## config.mk

```make
export PLATFORM = sky130hd
export DESIGN_NAME = servo_sweep_cycle_sequencer
export DESIGN_NICKNAME = d
export VERILOG_FILES = /design/src/hw/rtl/svsq_pkg.sv /design/src/hw/rtl/servo_sweep_cycle_sequencer.sv
export SDC_FILE = /design/constraint.sdc
export NUM_CORES = 2
export LEC_CHECK = 0
export BUFFER_PORTS_ARGS = -buffer_cell sky130_fd_sc_hd__buf_2
export CORE_UTILIZATION = 60
export DETAILED_ROUTE_END_ITERATION = 8
export PLACE_DENSITY = 0.75
export SYNTH_ARGS = -nofsm -noshare
export SYNTH_HDL_FRONTEND = slang
export SYNTH_SLANG_ARGS = --single-unit
```

## constraint.sdc

```tcl
create_clock -name clock -period 12.65 [get_ports clock]
set_clock_uncertainty 0.05 [all_clocks]
set_input_delay 1.8975 -clock clock [delete_from_list [all_inputs] [get_ports clock]]
set_output_delay 1.8975 -clock clock [all_outputs]
set_load 0.05 [all_outputs]
```

## src/hw/rtl/svsq_pkg.sv

```systemverilog
// ----------------------------------------------------------------------------
// Servo sweep sequencer package
// Word types, field widths, command and phase codes, register indexes and
// reset values shared by the sweep sequencer RTL.
// ----------------------------------------------------------------------------
package svsq_pkg;

   localparam int SERVO_COUNT_DEF = 4;

   localparam int CHAN_W     = 2;
   localparam int ANGLE_W    = 8;
   localparam int TIME_W     = 32;
   localparam int MS_W       = 16;
   localparam int PULSE_W    = 12;
   localparam int MASK_W     = 4;
   localparam int TIMING_W   = 48;
   localparam int PROFILE_W  = 32;
   localparam int CSR_IDX_W  = 3;
   localparam int CSR_DATA_W = 48;
   localparam int NUM_TIMING = 4;

   // serial divider: quotient never exceeds the pulse span, so 12 steps do
   localparam int DIV_STEPS  = 12;
   localparam int DIV_CNT_W  = 4;
   localparam int PRODUCT_W  = PULSE_W + ANGLE_W;

   typedef logic [1:0] kind_type;
   localparam kind_type KIND_TICK    = 2'd0;
   localparam kind_type KIND_TRIGGER = 2'd1;
   localparam kind_type KIND_SET     = 2'd2;
   localparam kind_type KIND_STOP    = 2'd3;

   typedef logic [1:0] phase_type;
   localparam phase_type PH_IDLE      = 2'd0;
   localparam phase_type PH_AT_END    = 2'd1;
   localparam phase_type PH_RETURNING = 2'd2;

   localparam logic [CSR_IDX_W-1:0] CSR_TIMING0   = 3'd0;
   localparam logic [CSR_IDX_W-1:0] CSR_TIMING1   = 3'd1;
   localparam logic [CSR_IDX_W-1:0] CSR_TIMING2   = 3'd2;
   localparam logic [CSR_IDX_W-1:0] CSR_TIMING3   = 3'd3;
   localparam logic [CSR_IDX_W-1:0] CSR_PROFILE_A = 3'd4;
   localparam logic [CSR_IDX_W-1:0] CSR_PROFILE_B = 3'd5;
   localparam logic [CSR_IDX_W-1:0] CSR_SELECT    = 3'd6;

   // 500 us min, 2500 us max, 180 degree limit
   localparam logic [PROFILE_W-1:0] PROFILE_RESET = 32'hB49C_41F4;
   localparam logic [MASK_W-1:0]    SELECT_RESET  = 4'h8;

   typedef struct packed {
      kind_type             kind;
      logic [TIME_W-1:0]    now_time;
      logic [MASK_W-1:0]    trigger_mask;
      logic [CHAN_W-1:0]    servo_index;
      logic [ANGLE_W-1:0]   angle;
   } req_word_type;

   typedef struct packed {
      logic                 write_valid;
      logic [CHAN_W-1:0]    channel;
      logic [PULSE_W-1:0]   pulse_width;
      logic                 accepted;
      logic [MASK_W-1:0]    busy_mask;
      logic [MASK_W-1:0]    returning_mask;
      logic                 last;
   } rsp_word_type;

   typedef struct packed {
      phase_type            phase;
      logic [TIME_W-1:0]    start_time;
   } state_entry_type;

endpackage

```

## src/hw/rtl/servo_sweep_cycle_sequencer.sv

```systemverilog
// ----------------------------------------------------------------------------
// Servo sweep cycle sequencer
// Runs an idle / at-end / returning cycle per servo channel and emits pulse
// width updates for triggers, ticks, set-angle and stop commands.
// ----------------------------------------------------------------------------
// One request word is taken at a time; req_stall stays high until its last
// response word has been loaded into the output register. Per word the block
// sweeps every channel in order: a READ state reads the channel entry of the
// state memory and an EVAL state writes it back; each channel that needs a new
// pulse width also takes 12 steps of the serial restoring divider and a STORE
// state that adds the minimum pulse. The EMIT state then hands out the response
// words one by one, each once the output register is free. The serial divider
// and the single-ported state memory set how long a word takes.
// The phase and phase start time of each channel sit in that memory; a valid
// bit per entry, cleared by reset, makes an unwritten entry read as idle with
// time zero, so no clearing pass is needed. Configuration writes are always
// taken (csr_ready is tied high) and are meant to happen while no request is
// in flight. busy_mask and returning_mask in every response of a request show
// the channel phases after the whole request has been applied.
// ----------------------------------------------------------------------------
module servo_sweep_cycle_sequencer #(
   parameter int SERVO_COUNT = svsq_pkg::SERVO_COUNT_DEF
) (
   input  logic                                clock,
   input  logic                                reset,
   // request channel
   input  logic                                req_valid,
   output logic                                req_stall,
   input  svsq_pkg::req_word_type              req_data,
   // response channel
   output logic                                rsp_valid,
   input  logic                                rsp_stall,
   output svsq_pkg::rsp_word_type              rsp_data,
   // configuration write channel
   input  logic                                csr_valid,
   output logic                                csr_ready,
   input  logic [svsq_pkg::CSR_IDX_W-1:0]      csr_index,
   input  logic [svsq_pkg::CSR_DATA_W-1:0]     csr_wdata
);

   localparam int IDX_W = (SERVO_COUNT > 1) ? $clog2(SERVO_COUNT) : 1;
   localparam logic [svsq_pkg::CHAN_W-1:0] LAST_CHAN = svsq_pkg::CHAN_W'(SERVO_COUNT - 1);
   localparam logic [svsq_pkg::DIV_CNT_W-1:0] DIV_LAST =
      svsq_pkg::DIV_CNT_W'(svsq_pkg::DIV_STEPS - 1);

   typedef enum logic [5:0] {
      ST_IDLE   = 6'b000001,
      ST_READ   = 6'b000010,
      ST_EVAL   = 6'b000100,
      ST_DIVIDE = 6'b001000,
      ST_STORE  = 6'b010000,
      ST_EMIT   = 6'b100000
   } state_type;

   // control
   state_type                              state_ff, state_in;
   logic [svsq_pkg::CHAN_W-1:0]            chan_ff, chan_in;
   logic [SERVO_COUNT-1:0]                 vld_ff, vld_in;
   logic [svsq_pkg::MASK_W-1:0]            busy_ff, busy_in;
   logic [svsq_pkg::MASK_W-1:0]            ret_ff, ret_in;
   logic [SERVO_COUNT-1:0]                 res_incl_ff, res_incl_in;
   logic                                   rsp_valid_ff, rsp_valid_in;
   logic [svsq_pkg::DIV_CNT_W-1:0]         cnt_ff, cnt_in;

   // configuration
   logic [svsq_pkg::TIMING_W-1:0]          timing_ff [svsq_pkg::NUM_TIMING];
   logic [svsq_pkg::TIMING_W-1:0]          timing_in [svsq_pkg::NUM_TIMING];
   logic [svsq_pkg::PROFILE_W-1:0]         prof_a_ff, prof_a_in;
   logic [svsq_pkg::PROFILE_W-1:0]         prof_b_ff, prof_b_in;
   logic [svsq_pkg::MASK_W-1:0]            psel_ff, psel_in;

   // payload
   svsq_pkg::req_word_type                 item_ff, item_in;
   svsq_pkg::rsp_word_type                 rsp_data_ff, rsp_data_in;
   logic [SERVO_COUNT-1:0]                 res_wv_ff, res_wv_in;
   logic [SERVO_COUNT-1:0]                 res_acc_ff, res_acc_in;
   logic [svsq_pkg::PULSE_W-1:0]           res_pw_ff [SERVO_COUNT];
   logic [svsq_pkg::PULSE_W-1:0]           res_pw_in [SERVO_COUNT];
   logic [svsq_pkg::ANGLE_W-1:0]           rem_ff, rem_in;
   logic [svsq_pkg::PULSE_W-1:0]           div_ff, div_in;
   logic [svsq_pkg::ANGLE_W-1:0]           lim_ff, lim_in;
   logic [svsq_pkg::PULSE_W-1:0]           mn_ff, mn_in;

   // state memory
   svsq_pkg::state_entry_type              state_mem [SERVO_COUNT];
   svsq_pkg::state_entry_type              rd_ent_ff;
   logic                                   mem_we;

   // per-channel datapath
   logic [IDX_W-1:0]                       ci;
   svsq_pkg::state_entry_type              cur_ent, new_ent;
   logic [svsq_pkg::TIMING_W-1:0]          tm;
   logic [svsq_pkg::TIME_W-1:0]            elapsed;
   logic                                   incl, wv, acc, need_pulse;
   logic [svsq_pkg::ANGLE_W-1:0]           ang_sel, ang_clamp, lim_raw, lim_eff;
   logic [svsq_pkg::PROFILE_W-1:0]         prof;
   logic [svsq_pkg::PULSE_W-1:0]           p_min, p_max, span;
   logic [svsq_pkg::PRODUCT_W-1:0]         product;
   logic [svsq_pkg::ANGLE_W:0]             trial;
   logic                                   q_bit;

   // response picking
   logic [SERVO_COUNT-1:0]                 low_bit, rest;
   logic [IDX_W-1:0]                       pick_idx;
   logic                                   out_free;

   assign ci        = chan_ff[IDX_W-1:0];
   assign req_stall = (state_ff != ST_IDLE);
   assign rsp_valid = rsp_valid_ff;
   assign rsp_data  = rsp_data_ff;
   assign csr_ready = 1'b1;
   assign out_free  = !rsp_valid_ff || !rsp_stall;

   // An entry never written since reset reads as idle, time zero.
   assign cur_ent = vld_ff[ci] ? rd_ent_ff : '0;
   assign tm      = timing_ff[chan_ff];
   assign elapsed = item_ff.now_time - cur_ent.start_time;

   // Pulse mapping operands: clamp angle to the profile limit, zero span when
   // the profile is inverted.
   assign prof      = psel_ff[chan_ff] ? prof_b_ff : prof_a_ff;
   assign p_min     = prof[11:0];
   assign p_max     = prof[23:12];
   assign lim_raw   = prof[31:24];
   assign lim_eff   = (lim_raw == '0) ? svsq_pkg::ANGLE_W'(1) : lim_raw;
   assign ang_clamp = (ang_sel > lim_eff) ? lim_eff : ang_sel;
   assign span      = (p_max >= p_min) ? (p_max - p_min) : '0;
   assign product   = svsq_pkg::PRODUCT_W'(span) * svsq_pkg::PRODUCT_W'(ang_clamp);

   // One restoring division step: remainder stays below the limit.
   assign trial = {rem_ff, div_ff[svsq_pkg::PULSE_W-1]};
   assign q_bit = (trial >= {1'b0, lim_ff});

   // Lowest pending channel of the response buffer.
   assign low_bit = res_incl_ff & (~res_incl_ff + SERVO_COUNT'(1));
   assign rest    = res_incl_ff & ~low_bit;

   always_comb begin
      pick_idx = '0;
      for (int i = 0; i < SERVO_COUNT; i++) begin
         if (low_bit[i]) begin
            pick_idx = IDX_W'(i);
         end
      end
   end

   // Channel decision for the entry read this sweep step.
   always_comb begin
      incl       = 1'b0;
      wv         = 1'b0;
      acc        = 1'b0;
      need_pulse = 1'b0;
      new_ent    = cur_ent;
      ang_sel    = tm[7:0];
      unique case (item_ff.kind)
         svsq_pkg::KIND_TICK: begin
            ang_sel = tm[7:0];
            if (cur_ent.phase == svsq_pkg::PH_AT_END &&
                elapsed >= svsq_pkg::TIME_W'(tm[31:16])) begin
               incl       = 1'b1;
               wv         = 1'b1;
               need_pulse = 1'b1;
               new_ent.phase      = svsq_pkg::PH_RETURNING;
               new_ent.start_time = item_ff.now_time;
            end else if (cur_ent.phase == svsq_pkg::PH_RETURNING &&
                         elapsed >= svsq_pkg::TIME_W'(tm[47:32])) begin
               new_ent.phase = svsq_pkg::PH_IDLE;
            end
         end
         svsq_pkg::KIND_TRIGGER: begin
            ang_sel = tm[15:8];
            if (item_ff.trigger_mask[chan_ff]) begin
               incl = 1'b1;
               if (cur_ent.phase == svsq_pkg::PH_IDLE) begin
                  wv         = 1'b1;
                  acc        = 1'b1;
                  need_pulse = 1'b1;
                  new_ent.phase      = svsq_pkg::PH_AT_END;
                  new_ent.start_time = item_ff.now_time;
               end
            end
         end
         svsq_pkg::KIND_SET: begin
            ang_sel = item_ff.angle;
            if (item_ff.servo_index == chan_ff) begin
               incl = 1'b1;
               if (cur_ent.phase == svsq_pkg::PH_IDLE) begin
                  wv         = 1'b1;
                  acc        = 1'b1;
                  need_pulse = 1'b1;
               end
            end
         end
         svsq_pkg::KIND_STOP: begin
            ang_sel    = tm[7:0];
            incl       = 1'b1;
            wv         = 1'b1;
            need_pulse = 1'b1;
            new_ent    = '{phase: svsq_pkg::PH_IDLE, start_time: '0};
         end
      endcase
   end

   // Next-state logic for the sequencer, response buffer and output register.
   always_comb begin
      state_in     = state_ff;
      chan_in      = chan_ff;
      vld_in       = vld_ff;
      busy_in      = busy_ff;
      ret_in       = ret_ff;
      res_incl_in  = res_incl_ff;
      rsp_valid_in = rsp_valid_ff;
      cnt_in       = cnt_ff;
      item_in      = item_ff;
      rsp_data_in  = rsp_data_ff;
      res_wv_in    = res_wv_ff;
      res_acc_in   = res_acc_ff;
      res_pw_in    = res_pw_ff;
      rem_in       = rem_ff;
      div_in       = div_ff;
      lim_in       = lim_ff;
      mn_in        = mn_ff;
      mem_we       = 1'b0;

      // drop the output word once taken; a new load below overrides this
      if (rsp_valid_ff && !rsp_stall) begin
         rsp_valid_in = 1'b0;
      end

      unique case (state_ff)
         ST_IDLE: begin
            if (req_valid) begin
               item_in     = req_data;
               chan_in     = '0;
               res_incl_in = '0;
               state_in    = ST_READ;
            end
         end
         ST_READ: begin
            state_in = ST_EVAL;
         end
         ST_EVAL: begin
            // write back the entry; nothing else touches it this request
            mem_we           = 1'b1;
            vld_in[ci]       = 1'b1;
            busy_in[chan_ff] = (new_ent.phase != svsq_pkg::PH_IDLE);
            ret_in[chan_ff]  = (new_ent.phase == svsq_pkg::PH_RETURNING);
            res_incl_in[ci]  = incl;
            res_wv_in[ci]    = wv;
            res_acc_in[ci]   = acc;
            res_pw_in[ci]    = '0;
            if (need_pulse) begin
               rem_in   = product[svsq_pkg::PRODUCT_W-1:svsq_pkg::PULSE_W];
               div_in   = product[svsq_pkg::PULSE_W-1:0];
               lim_in   = lim_eff;
               mn_in    = p_min;
               cnt_in   = '0;
               state_in = ST_DIVIDE;
            end else if (chan_ff == LAST_CHAN) begin
               state_in = ST_EMIT;
            end else begin
               chan_in  = chan_ff + 1'b1;
               state_in = ST_READ;
            end
         end
         ST_DIVIDE: begin
            rem_in = q_bit ? svsq_pkg::ANGLE_W'(trial - {1'b0, lim_ff}) : trial[7:0];
            div_in = {div_ff[svsq_pkg::PULSE_W-2:0], q_bit};
            cnt_in = cnt_ff + 1'b1;
            if (cnt_ff == DIV_LAST) begin
               state_in = ST_STORE;
            end
         end
         ST_STORE: begin
            res_pw_in[ci] = svsq_pkg::PULSE_W'(mn_ff + div_ff);
            if (chan_ff == LAST_CHAN) begin
               state_in = ST_EMIT;
            end else begin
               chan_in  = chan_ff + 1'b1;
               state_in = ST_READ;
            end
         end
         ST_EMIT: begin
            if (out_free) begin
               rsp_valid_in               = 1'b1;
               rsp_data_in.busy_mask      = busy_ff;
               rsp_data_in.returning_mask = ret_ff;
               if (res_incl_ff == '0) begin
                  // no channel addressed: one empty word
                  rsp_data_in.write_valid = 1'b0;
                  rsp_data_in.channel     = (item_ff.kind == svsq_pkg::KIND_SET) ?
                                            item_ff.servo_index : '0;
                  rsp_data_in.pulse_width = '0;
                  rsp_data_in.accepted    = 1'b0;
                  rsp_data_in.last        = 1'b1;
                  state_in                = ST_IDLE;
               end else begin
                  rsp_data_in.write_valid = res_wv_ff[pick_idx];
                  rsp_data_in.channel     = svsq_pkg::CHAN_W'(pick_idx);
                  rsp_data_in.pulse_width = res_pw_ff[pick_idx];
                  rsp_data_in.accepted    = res_acc_ff[pick_idx];
                  rsp_data_in.last        = (rest == '0);
                  res_incl_in             = rest;
                  if (rest == '0) begin
                     state_in = ST_IDLE;
                  end
               end
            end
         end
         default: begin
            state_in = ST_IDLE;
         end
      endcase
   end

   // Configuration register writes.
   always_comb begin
      timing_in = timing_ff;
      prof_a_in = prof_a_ff;
      prof_b_in = prof_b_ff;
      psel_in   = psel_ff;
      if (csr_valid && csr_ready) begin
         unique case (csr_index)
            svsq_pkg::CSR_TIMING0:   timing_in[0] = csr_wdata;
            svsq_pkg::CSR_TIMING1:   timing_in[1] = csr_wdata;
            svsq_pkg::CSR_TIMING2:   timing_in[2] = csr_wdata;
            svsq_pkg::CSR_TIMING3:   timing_in[3] = csr_wdata;
            svsq_pkg::CSR_PROFILE_A: prof_a_in = csr_wdata[svsq_pkg::PROFILE_W-1:0];
            svsq_pkg::CSR_PROFILE_B: prof_b_in = csr_wdata[svsq_pkg::PROFILE_W-1:0];
            svsq_pkg::CSR_SELECT:    psel_in = csr_wdata[svsq_pkg::MASK_W-1:0];
            default: begin
            end
         endcase
      end
   end

   always_ff @(posedge clock) begin
      if (reset) begin
         state_ff     <= ST_IDLE;
         chan_ff      <= '0;
         vld_ff       <= '0;
         busy_ff      <= '0;
         ret_ff       <= '0;
         res_incl_ff  <= '0;
         rsp_valid_ff <= 1'b0;
         cnt_ff       <= '0;
         item_ff      <= '0;
         for (int i = 0; i < svsq_pkg::NUM_TIMING; i++) begin
            timing_ff[i] <= '0;
         end
         prof_a_ff    <= svsq_pkg::PROFILE_RESET;
         prof_b_ff    <= svsq_pkg::PROFILE_RESET;
         psel_ff      <= svsq_pkg::SELECT_RESET;
      end else begin
         state_ff     <= state_in;
         chan_ff      <= chan_in;
         vld_ff       <= vld_in;
         busy_ff      <= busy_in;
         ret_ff       <= ret_in;
         res_incl_ff  <= res_incl_in;
         rsp_valid_ff <= rsp_valid_in;
         cnt_ff       <= cnt_in;
         item_ff      <= item_in;
         timing_ff    <= timing_in;
         prof_a_ff    <= prof_a_in;
         prof_b_ff    <= prof_b_in;
         psel_ff      <= psel_in;
      end
   end

   always_ff @(posedge clock) begin
      rsp_data_ff <= rsp_data_in;
      res_wv_ff   <= res_wv_in;
      res_acc_ff  <= res_acc_in;
      res_pw_ff   <= res_pw_in;
      rem_ff      <= rem_in;
      div_ff      <= div_in;
      lim_ff      <= lim_in;
      mn_ff       <= mn_in;
   end

   // State memory: read in READ, the cycle before the update; write back in EVAL.
   always_ff @(posedge clock) begin
      if (state_ff == ST_READ) begin
         rd_ent_ff <= state_mem[ci];
      end
      if (mem_we) begin
         state_mem[ci] <= new_ent;
      end
   end

   // A non-final response word means the sequencer is still emitting.
   a_nonlast_in_emit: assert property (@(posedge clock) disable iff (reset)
      (rsp_valid_ff && !rsp_data_ff.last) |-> (state_ff == ST_EMIT))
      else $error("non-final response word while sequencer left emit");

   // Returning channels are always part of the busy set.
   a_returning_busy: assert property (@(posedge clock) disable iff (reset)
      rsp_valid_ff |-> ((rsp_data_ff.returning_mask & ~rsp_data_ff.busy_mask) == '0))
      else $error("returning channel not marked busy");

   // A word without a pulse update carries no pulse and no acceptance.
   a_empty_word_clean: assert property (@(posedge clock) disable iff (reset)
      (rsp_valid_ff && !rsp_data_ff.write_valid) |->
      (rsp_data_ff.pulse_width == '0 && !rsp_data_ff.accepted))
      else $error("response without write carries pulse or acceptance");

endmodule

```

Word level (Yosys, flattened, before mapping)
Memories as Yosys holds them, arrays and structs flattened. A register that Yosys moved wholly into a read port is not among the register bits.
Index checks and enable logic that the tools add are counted.
- flip-flop bits (word level): 458
- bits in writable memories: 136
- logic and storage cells: 211
- memories: 1
- $add $sub $neg: 7
- multiply operators: 1
- $lt $le $gt $ge: 11
- equal/unequal tests: 29
- muxes and demuxes: 82
- bitwise operators: 9
- reductions and logical operators: 34
- memory list (memory ; depth ; width ; read ports ; clocked after Yosys merged registers in ; wr ports ; line ; source):
    state_mem ; 4 ; 34 ; 1 ; 1 ; 1 ; servo_sweep_cycle_sequencer.sv:85 ; svsq_pkg::state_entry_type state_mem [SERVO_COUNT];
- operators by type and width (cell ; number):
    two-way mux 34 bit ; 3
    one-hot mux 34 bit (3 select lines) ; 1
    binary-select mux 48 bit (select 2 bit) ; 1
    two-way mux 48 bit ; 2
    one-hot mux 48 bit (2 select lines) ; 1
    >= comparator 32 x 16 -> 1 bit ; 2
    two-way mux 32 bit ; 2
    two-way mux 12 bit ; 5
    AND 48 bit ; 1
    bitwise mux 48 bit ; 1
    inverter 48 bit ; 1
    two-way mux 6 bit ; 7
    one-hot mux 6 bit (6 select lines) ; 1
    two-way mux 8 bit ; 4
    subtractor 32 bit ; 1
    binary-select mux 12 bit (select 2 bit) ; 1
    demux 12 bit (select 2 bit) ; 1
    one-hot mux 12 bit (2 select lines) ; 1
    one-hot mux 8 bit (3 select lines) ; 1
    AND reduction 2 bit ; 11
    bitwise mux 4 bit ; 5
    multiplier 12 x 8 -> 20 bit ; 1
    two-way mux 1 bit ; 19
    two-way mux 2 bit ; 8
    54 further kinds ; 92

Longest topological paths before layout
- depth in word-level cells: 11
- gate-level depth with buffers: 40
- gate-level depth less buffers: 38

Worst setup path before layout
No wires, ideal clock.
- kind: reg-to-reg
- start point: register chan_ff[0] (netlist name)
- end point: register rem_ff[7] (netlist name) (data pin)
- arrival time: 8.688 ns
- setup slack: 3.642 ns
- stages on the path, launching flop included: 37
- path buffers: 5
- period minus slack after synthesis: 9.008 ns
- path through: dfxtp_1 buf_2 mux4_2 clkbuf_1 clkbuf_1 buf_1 mux2_2 ha_1 fa_1 nor2b_1 o21ai_0 a21boi_1 o21ai_0 a21boi_1 o21ai_0 a21boi_1 o31ai_1 a21o_1 clkbuf_1 or3_1 fa_1 fa_1 inv_1 fa_1 inv_1 fa_1 inv_1 ha_1 a21boi_0 o21ai_0 a21boi_0 o2111ai_1 a31oi_1 a41oi_1 mux2i_1 nor4_1 a21oi_1
- elaborated cells on any way between the ends: 18
- classes of those cells: add/sub: 1; mul: 1; order compare: 2; mux: 12; bitwise: 1; reduce/logical: 1
- RTL lines (element ; line ; source):
    start, declared ; servo_sweep_cycle_sequencer.sv:57 ; logic [svsq_pkg::CHAN_W-1:0] chan_ff, chan_in;
    start signal, assigned ; servo_sweep_cycle_sequencer.sv:356 ; chan_ff <= chan_in;
    binary-select mux 1 bit (select 2 bit) * ; servo_sweep_cycle_sequencer.sv:121 ; assign prof = psel_ff[chan_ff] ? prof_b_ff : prof_a_ff;
    two-way mux 1 bit (not written as such) * ; servo_sweep_cycle_sequencer.sv:121 ;
    two-way mux 32 bit * ; servo_sweep_cycle_sequencer.sv:121 ;
    net prof, one bit ; servo_sweep_cycle_sequencer.sv:96 ; logic [svsq_pkg::PROFILE_W-1:0] prof;
    subtractor 12 bit / >= comparator 12 bit (equally long branches) ; servo_sweep_cycle_sequencer.sv:127 ; assign span = (p_max >= p_min) ? (p_max - p_min) : '0;
    two-way mux 12 bit * ; servo_sweep_cycle_sequencer.sv:127 ;
    multiplier 12 x 8 -> 20 bit * ; servo_sweep_cycle_sequencer.sv:128 ; assign product = svsq_pkg::PRODUCT_W'(span) * svsq_pkg::PRODUCT_W'(ang_clamp);
    two-way mux 8 bit * ; servo_sweep_cycle_sequencer.sv:252 ; if (need_pulse) begin
    one-hot mux 8 bit (2 select lines) * ; servo_sweep_cycle_sequencer.sv:230 ; unique case (state_ff)
    net rem_in, one bit ; servo_sweep_cycle_sequencer.sv:79 ; logic [svsq_pkg::ANGLE_W-1:0] rem_ff, rem_in;
    end signal, assigned ; servo_sweep_cycle_sequencer.sv:376 ; rem_ff <= rem_in;
    end, declared ; servo_sweep_cycle_sequencer.sv:79 ;
Mark *: on every way through the listed nets, which the timed path passes. The rest lies on a longest branch. The select of a mux whose other input is x is not followed.
A chain may end at the register's enable or synchronous reset.

Final worst setup path
- start point: register chan_ff[1] (netlist name)
- end point: register rem_ff[7] (netlist name) (data pin)
- longest elaborated chain between the ends: 10
- elaborated cells on any way between the ends: 18
- classes of those cells: add/sub: 1; mul: 1; order compare: 2; mux: 12; bitwise: 1; reduce/logical: 1
- ends and longest elaborated chain (element ; line ; source):
    binary-select mux 1 bit (select 2 bit) * ; servo_sweep_cycle_sequencer.sv:121 ;
    two-way mux 1 bit (not written as such) * ; servo_sweep_cycle_sequencer.sv:121 ;
    two-way mux 32 bit * ; servo_sweep_cycle_sequencer.sv:121 ;
    zero test 8 bit ; servo_sweep_cycle_sequencer.sv:125 ; assign lim_eff = (lim_raw == '0) ? svsq_pkg::ANGLE_W'(1) : lim_raw;
    two-way mux 8 bit * ; servo_sweep_cycle_sequencer.sv:125 ;
    net lim_eff, one bit ; servo_sweep_cycle_sequencer.sv:95 ; logic [svsq_pkg::ANGLE_W-1:0] ang_sel, ang_clamp, lim_raw, lim_eff;
    greater-than comparator 8 bit ; servo_sweep_cycle_sequencer.sv:126 ; assign ang_clamp = (ang_sel > lim_eff) ? lim_eff : ang_sel;
    two-way mux 8 bit * ; servo_sweep_cycle_sequencer.sv:126 ;
    multiplier 12 x 8 -> 20 bit * ; servo_sweep_cycle_sequencer.sv:128 ;
    two-way mux 8 bit * ; servo_sweep_cycle_sequencer.sv:252 ;
    one-hot mux 8 bit (2 select lines) * ; servo_sweep_cycle_sequencer.sv:230 ;
    net rem_in, one bit ; servo_sweep_cycle_sequencer.sv:79 ;
Marked as above.

==> flow_metrics.py <==
metrics = {
    "setup_path": {
        "crit_fanout": 32,
        "worstSetupPathType": "reg2reg",
        "endpoint_kind": "flop",
        "path_buf_inv": 4,
        "cpLargestDelayFamily": "compound AO/OA/AOI/OAI gates",
        "cp_slowest_stage_delay_ns": 0.98,
        "cp-start-kind": "flop",
        "crit_arrival_ns": 10.55,
        "critPathRequiredTime_ns": 12.94,
        "critPathSlowestCell": "mux4_2",
    },
    "final_layout": {
        "final_area_um2": 36500,
        "fin_util": 0.673,
        "fin_nets": 3853,
        "drive_gt1_frac": 0.120,
        "register_area_um2": 15500,
        "fillCellCount": 4200,
        "syn2layout_area_growth_pct": 9.83,
        "multiInputGateArea_um2": 16300,
        "fin_cells": 4280,
        "antenna_cells": 0,
    },
    "clock_tree": {
        "cts_tree": "yes",
        "ctsRootBufferMaster": "clkbuf_16",
        "cts.path.max_buffers": 3,
        "path_clk_slew_ns": 0.06,
        "cts_setup_buffers": 0,
        "hold_buffers": 0,
        "h-tree-depth": 3,
        "clkLatencyLatePin_ns": 0.61,
        "cts_resized": 0,
        "cts_made_buffers": 66,
        "clock-sinks": 628,
    },
    "logic_synthesis": {
        "synth_top_cell_by_area": "edfxtp_1",
        "synthArstFlopShare": 0,
        "ys_types": 73,
        "yosysMostFrequentCell": "nand2_1",
        "syn_inst": 3506,
        "synth.area.top_cells": "edfxtp_1, dfxtp_1, nand2_1",
        "syn_area_um2": 33300,
        "yosys_warnings": 0,
        "synth_edf_count": 291,
        "synth_common_cells": "nand2_1, a21oi_1, dfxtp_1",
        "synth-main-ff-cell": "dfxtp_1",
        "ys_seq_elements": 628,
        "avgSynthCellArea_um2": 9.48,
        "synth_nets": 3826,
        "ys_seq_area_frac": 0.466,
        "synth_top_area_share": 0.263,
    },
    "global_route": {
        "grt_use_met2": 0.516,
        "use_met1": 0.422,
        "grt_max_degree": 117,
        "grt_pass1_wl_um": 141000,
        "grt_pass1_vias": 26100,
        "overflow": 0,
        "grt_usage": 0.316,
        "grt.met3_usage": 0.0693,
        "busiest_layer": "met2",
        "antenna_found_initial": 6,
    },
    "power": {
        "p_leak_nw": 13.9,
        "p_per_area_nw_per_um2": 137,
        "ir_drop_v": 0.000108,
    },
    "placed_design": {
        "dp.final_hpwl_um": 59200,
        "post-place-cells": 4161,
        "portBuffers": 130,
        "place.gp.congestion": 0.924,
        "post_dp_cell_area_um2": 34400,
    },
    "floorplanning": {
        "die_y_um": 237,
        "die_w_um": 237,
        "core_um2": 54200,
        "ios": 132,
        "start_util": 0.613,
        "num_rows": 85,
        "dieArea_um2": 56400,
    },
    "timing": {
        "final-hold-violation-count": 0,
        "worst_hold_slack_ns": 0.384,
        "period_needed_ns": 10.26,
        "fmax_mhz": 97.5,
        "setup_tns_ns": 0,
        "relSlewSlack": 0.222,
        "tightest_slew_ns": 1.17,
        "maxSlewViolCount": 0,
        "rsz0062_at_grt": "false",
        "final.period_utilization": 0.811,
        "finalSetupViolCount": 0,
    },
    "route": {
        "drt_pass1_iterations": 6,
        "drt-total-wl_um": 88700,
        "ant_nets": 0,
        "drcViolationCount": 0,
        "vias_per_cell": 6.16,
        "via_count": 26300,
        "wl_per_cell_um": 20.7,
        "drtIter0Drc": 2504,
    },
    "flow_run": {
        "max_cap_violations": 0,
    },
    "run_status": {
        "status": "completed",
    },
    "min_path": {
        "hold_class": "reg2reg",
    },
}
==> registers in the layout, indices dropped and copies added, names as in the netlist <==
register / flops
state_mem: 136
timing_ff: 192
rsp_valid: 1
res_pw_ff: 48
rsp_data: 25
vld_ff: 4
cnt_ff: 4
busy_ff: 4
chan_ff: 2
prof_b_ff: 32
res_acc_ff: 4
psel_ff: 4
state_ff: 6
rem_ff: 8
res_incl_ff: 4
prof_a_ff: 32
ret_ff: 4
item_ff: 48
res_wv_ff: 4
lim_ff: 8
div_ff: 12
mn_ff: 12
rd_ent_ff: 34
==> worst reg2reg max path: cells and delay by family, from the launching register on <==
kind / cells / cell delay (ns)
AO/OA/AOI/OAI: 14 / 3.86
adder cells (fa/ha/maj): 6 / 2.63
buffers and inverters: 4 / 0.20
flip-flops: 1 / 0.69
multiplexers: 3 / 1.63
AND/OR/NAND/NOR: 6 / 0.91
==> cells by family (layout without fill, tap and decap cells) <==
family | count (synthesis) | count (layout) | synth area share
XOR/XNOR | 48 | 48 | 0.0126
AO/OA/AOI/OAI | 779 | 779 | 0.137
other | 1 | 1 | 0.000113
buffers and inverters | 402 | 480 | 0.0456
adder cells (fa/ha/maj) | 217 | 217 | 0.0960
multiplexers | 143 | 143 | 0.0809
flip-flops | 628 | 628 | 0.466
AND/OR/NAND/NOR | 1288 | 1288 | 0.162
==> worst paths after layout <==
kind                                 start          end  slack (ns)  cells past startpoint
worst max-delay path            chan_ff[1]    rem_ff[7]        2.39                     33
worst min-delay path            busy_ff[1]  rsp_data[6]        0.38                      0
worst max register to register  chan_ff[1]    rem_ff[7]        2.39                     33
worst min register to register  busy_ff[1]  rsp_data[6]        0.38                      0
==> cell type report <==
| cell class | count | share of cell area |
|---|---|---|
| Sequential cell | 628 | 0.424 |
| Tap cell | 696 | 0.0238 |
| Timing Repair Buffer | 170 | 0.0263 |
| Clock buffer | 98 | 0.0534 |
| Clock inverter | 21 | 0.00538 |
| Multi-Input combinational cell | 2476 | 0.447 |
| Inverter | 191 | 0.0196 |
==> report_power, final <==
group	internal [mW]	total, mW	switching, mW
Combinational	0.305	0.863	0.558
Sequential	2.16	2.20	0.0390
Clock	1.12	1.93	0.812
==> per-stage QoR <==
stage	total power [mW]	setup WS, ns
floorplan	2.82	3.64
global placement	3.06	2.73
detailed placement	3.08	2.46
CTS	5.00	2.41
global route	5.19	1.73
finish	4.99	2.39
==> routing by layer <==
layer  share of wire  vias up  wire, um
li1                -    12300         -
met1            0.42    12800     37200
met2            0.47     1083     41700
met3           0.082      173      7270
met4           0.028       10      2530
met5         0.00061        -        54
==> placed cells by master, fill, tap and decap left out, drive strengths merged, types with 13 or more instances in the layout <==
cell     synthesis  layout
mux2            15      15
a21oi          415     415
mux4            99      99
nor2b           30      30
nor3            26      26
edfxtp         291     291
nand2b          18      18
xor2            16      16
clkbuf         188      98
buf             23     170
or3             22      22
nand2          808     808
nor2           236     236
o22ai           15      15
dfxtp          337     337
o21a            18      18
a31oi           45      45
a21o            25      25
inv            191     195
ha             152     152
o211ai          13      13
nand3           63      63
o21ai          129     129
mux2i           29      29
or2             18      18
xnor2           32      32
a2bb2oi         32      32
fa              64      64
clkinv           0      14
Note: power is estimated with default switching activity, not from simulation.
